### src/sv/pip_pkg.sv
// pip_pkg: shared codes, state type and control/status bundles for the
// point-in-polygon crossing test. No dependencies.
`default_nettype none

package pip_pkg;

    // Request command codes
    localparam logic CMD_LOAD  = 1'b0;
    localparam logic CMD_QUERY = 1'b1;

    typedef enum logic [1:0] {
        ST_IDLE,
        ST_READ,
        ST_DRAIN
    } pip_state_t;

    // Controller to datapath
    typedef struct packed {
        logic load_we;   // write the request's vertex into its slot
        logic q_start;   // capture query point, clear parity and hit
        logic rd_en;     // read one vertex from the store
        logic rd_eval;   // the window after this read holds a full edge
        logic res_load;  // move the finished answer to the output register
    } pip_cmd_t;

    // Datapath to controller
    typedef struct packed {
        logic pipe_busy; // an edge is still in flight
        logic out_free;  // output register can take a result this cycle
    } pip_sts_t;

endpackage

`default_nettype wire

### src/sv/pip_dp.sv
// pip_dp: vertex store, three-vertex window, edge test pipeline, parity and
// output register. Depends on pip_pkg.
`default_nettype none

module pip_dp #(
    parameter int MAX_VERTICES = 16,
    parameter int COORD_WIDTH  = 16
) (
    input  wire                                  clk,
    input  wire                                  rst_n,
    input  pip_pkg::pip_cmd_t                    ctl,
    output pip_pkg::pip_sts_t                    sts,
    input  wire  [$clog2(MAX_VERTICES)-1:0]      rd_addr,
    output logic [$clog2(MAX_VERTICES+1)-1:0]    n_vert,
    input  wire                                  cfg_we,
    input  wire  [4:0]                           cfg_wdata,
    input  wire  [3:0]                           vertex_index,
    input  wire  signed [COORD_WIDTH-1:0]        coord_x,
    input  wire  signed [COORD_WIDTH-1:0]        coord_y,
    input  wire                                  out_ready,
    output logic                                 out_valid,
    output logic                                 inside_res
);

    localparam int W  = COORD_WIDTH;
    localparam int AW = $clog2(MAX_VERTICES);
    localparam int NW = $clog2(MAX_VERTICES + 1);

    logic [4:0]       vertex_count_reg;
    logic [2*W-1:0]   mem [MAX_VERTICES];
    logic [2*W-1:0]   rd_data_reg;
    logic             rd_vld_reg, rd_tag_reg;

    logic signed [W-1:0] q_x_reg, q_y_reg;
    logic signed [W-1:0] prv_y_reg, cur_x_reg, cur_y_reg, nxt_x_reg, nxt_y_reg;
    logic                win_vld_reg;

    // stage 1: flags and differences
    logic                s1_vld_reg, s1_hit_reg, s1_cnt_reg, s1_mul_reg, s1_dypos_reg;
    logic signed [W:0]   s1_a_reg, s1_b_reg, s1_c_reg, s1_d_reg;
    logic                a_hit, a_cnt, a_mul, a_on_ray;
    // stage 2: products
    logic                s2_vld_reg, s2_hit_reg, s2_cnt_reg, s2_mul_reg, s2_dypos_reg;
    logic signed [2*W+1:0] s2_p_reg, s2_q_reg;
    logic                c_le, c_inc;

    logic parity_reg, hit_reg;
    logic out_valid_reg, inside_res_reg;
    logic in_range;

    // Clamp the vertex count to the store depth
    always_comb
    begin
        if (32'(vertex_count_reg) > 32'(MAX_VERTICES))
            n_vert = NW'(MAX_VERTICES);
        else
            n_vert = NW'(vertex_count_reg);
    end

    assign in_range = (32'(vertex_index) < 32'(MAX_VERTICES));

    always_ff @(posedge clk or negedge rst_n)
    begin
        if (!rst_n)
            vertex_count_reg <= '0;
        else if (cfg_we)
            vertex_count_reg <= cfg_wdata;
    end

    // Vertex store: one write or one registered read per cycle
    always_ff @(posedge clk)
    begin
        if (ctl.load_we && in_range)
            mem[AW'(vertex_index)] <= {coord_x, coord_y};
        if (ctl.rd_en)
            rd_data_reg <= mem[rd_addr];
    end

    // Query point and sliding window
    always_ff @(posedge clk)
    begin
        if (ctl.q_start)
        begin
            q_x_reg <= coord_x;
            q_y_reg <= coord_y;
        end
        if (rd_vld_reg)
        begin
            prv_y_reg <= cur_y_reg;
            cur_x_reg <= nxt_x_reg;
            cur_y_reg <= nxt_y_reg;
            nxt_x_reg <= rd_data_reg[2*W-1:W];
            nxt_y_reg <= rd_data_reg[W-1:0];
        end
    end

    // Edge classification from the window
    always_comb
    begin
        a_on_ray = (cur_y_reg == q_y_reg) && (cur_x_reg <= q_x_reg);
        a_hit    = 1'b0;
        a_cnt    = 1'b0;
        a_mul    = 1'b0;
        if (a_on_ray)
        begin
            a_hit = (cur_x_reg == q_x_reg);
            a_cnt = !a_hit
                  && !((prv_y_reg > q_y_reg && nxt_y_reg > q_y_reg)
                    || (prv_y_reg < q_y_reg && nxt_y_reg < q_y_reg));
        end
        else
        begin
            a_mul = !((cur_y_reg > q_y_reg && nxt_y_reg >= q_y_reg)
                   || (cur_y_reg < q_y_reg && nxt_y_reg <= q_y_reg)
                   || (cur_x_reg > q_x_reg && nxt_x_reg > q_x_reg)
                   || (nxt_y_reg == cur_y_reg)
                   || (cur_y_reg == q_y_reg));
        end
    end

    always_ff @(posedge clk)
    begin
        s1_hit_reg   <= a_hit;
        s1_cnt_reg   <= a_cnt;
        s1_mul_reg   <= a_mul;
        s1_dypos_reg <= (nxt_y_reg > cur_y_reg);
        s1_a_reg     <= (W+1)'(q_y_reg)   - (W+1)'(cur_y_reg);
        s1_b_reg     <= (W+1)'(nxt_x_reg) - (W+1)'(cur_x_reg);
        s1_c_reg     <= (W+1)'(q_x_reg)   - (W+1)'(cur_x_reg);
        s1_d_reg     <= (W+1)'(nxt_y_reg) - (W+1)'(cur_y_reg);

        s2_hit_reg   <= s1_hit_reg;
        s2_cnt_reg   <= s1_cnt_reg;
        s2_mul_reg   <= s1_mul_reg;
        s2_dypos_reg <= s1_dypos_reg;
        s2_p_reg     <= (2*W+2)'(s1_a_reg) * (2*W+2)'(s1_b_reg);
        s2_q_reg     <= (2*W+2)'(s1_c_reg) * (2*W+2)'(s1_d_reg);
    end

    // Crossing x left of or at the query x; sign of dy flips the compare
    assign c_le  = s2_dypos_reg ? (s2_p_reg <= s2_q_reg) : (s2_q_reg <= s2_p_reg);
    assign c_inc = s2_cnt_reg || (s2_mul_reg && c_le);

    always_ff @(posedge clk or negedge rst_n)
    begin
        if (!rst_n)
        begin
            rd_vld_reg     <= 1'b0;
            rd_tag_reg     <= 1'b0;
            win_vld_reg    <= 1'b0;
            s1_vld_reg     <= 1'b0;
            s2_vld_reg     <= 1'b0;
            parity_reg     <= 1'b0;
            hit_reg        <= 1'b0;
            out_valid_reg  <= 1'b0;
        end
        else
        begin
            rd_vld_reg  <= ctl.rd_en;
            rd_tag_reg  <= ctl.rd_en && ctl.rd_eval;
            win_vld_reg <= rd_tag_reg;
            s1_vld_reg  <= win_vld_reg;
            s2_vld_reg  <= s1_vld_reg;
            if (ctl.q_start)
            begin
                parity_reg <= 1'b0;
                hit_reg    <= 1'b0;
            end
            else if (s2_vld_reg)
            begin
                parity_reg <= parity_reg ^ c_inc;
                hit_reg    <= hit_reg | s2_hit_reg;
            end
            if (ctl.res_load)
                out_valid_reg <= 1'b1;
            else if (out_ready)
                out_valid_reg <= 1'b0;
        end
    end

    always_ff @(posedge clk)
    begin
        if (ctl.res_load)
            inside_res_reg <= hit_reg | parity_reg;
    end

    assign sts.pipe_busy = rd_vld_reg || rd_tag_reg || win_vld_reg || s1_vld_reg || s2_vld_reg;
    assign sts.out_free  = !out_valid_reg || out_ready;
    assign out_valid     = out_valid_reg;
    assign inside_res    = inside_res_reg;

endmodule

`default_nettype wire

### config.mk
export PLATFORM = sky130hd
export DESIGN_NAME = pip_dp
export DESIGN_NICKNAME = d
export VERILOG_FILES = /design/src/sv/pip_pkg.sv /design/src/sv/pip_dp.sv
export SDC_FILE = /design/constraint.sdc
export NUM_CORES = 2
export LEC_CHECK = 0
export BUFFER_PORTS_ARGS = -buffer_cell sky130_fd_sc_hd__buf_2
export CORE_ASPECT_RATIO = 1.5
export CORE_MARGIN = 2
export CORE_UTILIZATION = 50
export DETAILED_ROUTE_END_ITERATION = 16
export GPL_TIMING_DRIVEN = 0
export PLACE_DENSITY = 0.7
export SLEW_MARGIN = 40
export SYNTH_ARGS = -nofsm -noshare
export SYNTH_HDL_FRONTEND = slang
export SYNTH_SLANG_ARGS = --single-unit
### constraint.sdc
create_clock -name clk -period 11.87 [get_ports clk]
set_clock_uncertainty 0.15 [all_clocks]
set_input_delay 1.7805 -clock clk [delete_from_list [all_inputs] [get_ports clk]]
set_output_delay 1.7805 -clock clk [all_outputs]
set_load 0.02 [all_outputs]
* After elaboration in Yosys (flattened, before gate mapping)
Memories as Yosys holds them, arrays and structs flattened. A register that Yosys moved wholly into a read port is not among the register bits.
Cells that the tools add are included.
Widths: inputs -> output; s select.
** Cells by class
- $add $sub $neg :: 4
- Multipliers :: 2
- Div/mod/pow operators :: 0
- $lt $le $gt $ge :: 15
- Equality and inequality tests :: 3
- Shift operators :: 0
- Multiplexer cells :: 10
- Bitwise logic cells :: 3
- Reductions and logical operators :: 26
** Operators by type and width (number)
- $gt 16x16->1 :: 6
- $le 34x34->1 :: 2
- $mul 17x17->34 :: 2
- $sub 16x16->17 :: 4
- $eq 16x16->1 :: 3
- $lt 16x16->1 :: 3
- $le 16x16->1 :: 2
- $ge 16x16->1 :: 1
- $logic_or 1x1->1 :: 11
- $logic_and 1x1->1 :: 9
- $mux 1 :: 9
- $gt 5x5->1 const B :: 1
- $mux 5 :: 1
- $logic_not 1->1 :: 4
- $reduce_bool 2->1 :: 2
- $or 1x1->1 :: 2
- $xor 1x1->1 :: 1
** Storage, ports and cells
- Register bits after elaboration :: 270
- Latch bits :: 0
- Bits in writable memories :: 512
- ROM bits :: 0
- Output and inout bits :: 9
- Word-level logic and storage cells :: 95
- Memories kept :: 1
** Memories
- mem :: depth 16, bits a word 32, rd ports 1, clocked after Yosys merged registers in 1, write ports 1, line pip_dp.sv:30 : logic [2*W-1:0] mem [MAX_VERTICES];

* Longest topological paths before layout
- Word-level depth :: 7
- Mapped depth :: 24

* Worst setup path after synthesis
OpenSTA, ideal clock, no wires.
- Path kind :: register to register
- Start :: register s1_a_reg[16]
- End :: register s2_p_reg[33]
- Arrival :: 5917 ps
- Data required time :: 11599 ps
- Setup slack :: 5682 ps
- Stages on the path, launching flop included :: 21
- Period minus slack after synthesis :: 6188 ps
- Cells stage by stage :: dfxtp_1 -> clkbuf_1 -> nand2_1 -> inv_1 -> fa_1 -> fa_1 -> fa_1 -> fa_1 -> fa_1 -> inv_1 -> fa_1 -> inv_1 -> ha_1 -> and4_1 -> nand3_1 -> nor3_1 -> a2111oi_2 -> o21ai_1 -> a31oi_1 -> o21bai_1 -> xnor2_1
** Between the ends
- Cells in the longest elaborated chain, start to end :: 1
** RTL lines
- start: declaration :: line pip_dp.sv:40 : logic signed [W:0] s1_a_reg, s1_b_reg, s1_c_reg, s1_d_reg;
- start signal: assignment :: line pip_dp.sv:127 : s1_a_reg <= (W+1)'(q_y_reg) - (W+1)'(cur_y_reg);
- $mul 17x17->34 :: line pip_dp.sv:136 : s2_p_reg <= (2*W+2)'(s1_a_reg) * (2*W+2)'(s1_b_reg);
- end signal: assignment :: line pip_dp.sv:136
- end: declaration :: line pip_dp.sv:44 : logic signed [2*W+1:0] s2_p_reg, s2_q_reg;
Every way passes these cells.
A chain may end at the register's enable or synchronous reset.

* Worst setup path after layout
Ends and elaborated chain as after synthesis.

==> impl_metrics.yaml <==
sta:
  finalMaxSlewViolations: 0
  whs_ps: 181
  relSlewSlack_pct: 40.3
  layout_min_cycle_time_ps: 7860
  max_freq_mhz: 127
  setup_slack_ps: 4010
  hold_violations: 0
  fin_crit_sh_pct: 66.2
  fin_tns_setup_ps: 0
  setup_viol: 0
  tightest_slew_ps: 896
  rsz0062_at_grt: "false"
synthesis:
  yosysUniqueCellTypes: 63
  synthArstFlopShare_pct: 1.60
  yosys-top-cells-count: "inv_1, edfxtp_1, fa_1, nand2_1, ha_1"
  synth.top_cell.area_share_pct: 36.7
  syn_area_per_cell_um2: 12.9
  ys_ff_latch: 814
  syn_area_mm2: 0.0538
  yosysMostFrequentCell: "inv_1"
  ys_seq_area_share_pct: 42.6
  synth_top_cell_by_area: "edfxtp_1"
  yosysWarnings: 0
  synth-main-ff-cell: "edfxtp_1"
  synth_edf_count: 657
  syn_inst: 4163
  ys_top_cells_by_area: "edfxtp_1, fa_1, ha_1"
  syn-num-nets: 5132
clock_network:
  clk_latency_ps: 670
  postCtsHoldBufs: 0
  cts_max_level: 3
  cts_buffers: 74
  cts_sinks: 814
  cts_tree: "built"
  path_clk_slew_ps: 70
  postCtsResizedCells: 0
  post_cts_buffers: 0
  clockRootBuffer: "clkbuf_16"
  clock_path_buffers: 3
die:
  core-area_mm2: 0.107
  start_util_pct: 50.4
  die_area_mm2: 0.110
  fp.dieW_um: 272
  die_height_um: 406
  num_rows: 147
  pin_count: 63
cells_and_area:
  drive_gt1_share_pct: 10.2
  syn_to_final_growth_pct: 10.2
  fin_area_mm2: 0.0593
  fillers: 8566
  largest_register_ffs: 512
  nets: 5321
routing:
  wl_per_cell_um: 22.7
  first_iter_violations: 2131
  drt_pass1_iterations: 5
  via_per_inst: 5.55
  vias: 32300
  drc: 0
  wirelength_um: 132000
  ant_nets: 0
critical_path:
  cp.required_ps: 12260
  arrival_ps: 8250
  worstSetupStartpointType: "register"
  path_max_fanout: 10
  worstSetupEndpointType: "register"
  crit_type: "reg2reg"
grt:
  grt_pass1_vias: 35400
  grt_overflow_total: 0
  grt_pass1_wl_um: 205000
  antenna_found_initial: 5
  grt_max_degree: 46
  grtUsageTotal_pct: 24.9
job:
  maxCapViolCount: 0
place:
  port_buffers: 59
  postPlaceCellArea_mm2: 0.0568
  dpl_worst_slack_ps: 3990
  dp_hpwl_um: 102000
  place_congestion: 0.926
worst_hold_path:
  hold_path.class: "reg2reg"
status:
  status: "finished clean"
## placed cells by master, fill, tap and decap left out, types with 10 or more instances in the layout
| cell | count |
|---|---|
| a211oi_1 | 16 |
| a21o_1 | 60 |
| a21oi_1 | 95 |
| and2_1 | 290 |
| and3_1 | 13 |
| buf_16 | 11 |
| buf_2 | 78 |
| buf_4 | 20 |
| buf_8 | 16 |
| clkbuf_1 | 98 |
| clkbuf_16 | 75 |
| clkinv_2 | 11 |
| dfrtp_1 | 12 |
| dfxtp_1 | 144 |
| edfxtp_1 | 657 |
| fa_1 | 595 |
| ha_1 | 319 |
| inv_1 | 762 |
| mux4_2 | 160 |
| nand2_1 | 329 |
| nand2b_1 | 29 |
| nand3_1 | 29 |
| nand4_1 | 23 |
| nor2_1 | 107 |
| nor2_4 | 12 |
| nor2b_1 | 33 |
| nor3_1 | 23 |
| o21a_1 | 24 |
| o21ai_0 | 53 |
| o21bai_1 | 12 |
| or3_1 | 10 |
| xnor2_1 | 91 |
| xor2_1 | 25 |
## worst paths after layout
path,startpoint,end,slack [ps],depth (start not counted)
hold reg to reg,s1_hit_reg,s2_hit_reg,180,0
hold / removal,s1_hit_reg,s2_hit_reg,180,0
max in group asynchronous,rst_n,rd_vld_reg,10270,1
min in group asynchronous,rst_n,vertex_count_reg[3],900,1
setup / recovery,s1_a_reg[16],s2_p_reg[33],4010,21
setup reg to reg,s1_a_reg[16],s2_p_reg[33],4010,21
## worst max-delay path, stage by stage (launching register included)
cell and delay [ps]:
dfxtp_1 590, clkbuf_1 510, nand2_1 190, inv_1 160, fa_1 570, fa_1 950, fa_1 540, fa_1 510
fa_1 540, inv_1 70, fa_1 470, inv_1 40, ha_1 330, nor2_1 210, nor2b_1 70, nor2_1 240
o21bai_1 150, a2111oi_2 630, o21ai_1 220, a31oi_1 220, o21bai_1 90, xnor2_1 270
## layer usage
| layer | wire [µm] | vias up | global-route usage, % |
|---|---|---|---|
| met2 | 72100 | 1050 | 46.5 |
| met3 | 6350 | 375 | 2.86 |
| met4 | 7870 | 2 | 13.8 |
| met1 | 45900 | 16700 | 27.3 |
| met5 | 7 | - | 0 |
| li1 | - | 14200 | - |
## final cells by class
| cell class | instances | area [µm²] | share of cell area (%) |
|---|---|---|---|
| diodes | 3 | 7.51 | 0.0127 |
| plain buffers | 112 | 447 | 0.753 |
| clock buffers | 90 | 1970 | 3.32 |
| clock inverters | 45 | 549 | 0.926 |
| inverters | 762 | 2860 | 4.82 |
| multi-input cells | 2475 | 27700 | 46.7 |
| flip-flops and latches | 814 | 22900 | 38.7 |
| well taps | 1415 | 1770 | 2.99 |
| repair buffers | 113 | 1040 | 1.76 |
## stage by stage
| step | utilization, % | std cells |
|---|---|---|
| floorplan | - | 4163 |
| global placement | 52.3 | 5637 |
| detailed placement | 53.1 | 5691 |
| CTS | 55.5 | 5826 |
| global route | 55.5 | 5828 |
| finish | 55.5 | 5829 |
## cell families (layout without fill, tap and decap cells)
family	after synthesis	in the layout	share of synthesized area (%)
flops	814	814	42.6
simple gates	937	937	8.76
buf+inv	874	1122	6.10
xor+xnor	116	116	1.89
mux	171	171	6.92
compound gates	336	336	4.12
fa+ha+maj	915	915	29.6
other cells	0	3	0
Power is left out: the tool's default activity adds up to more than one toggle a clock period on the data nets, which glitch-free logic cannot reach.
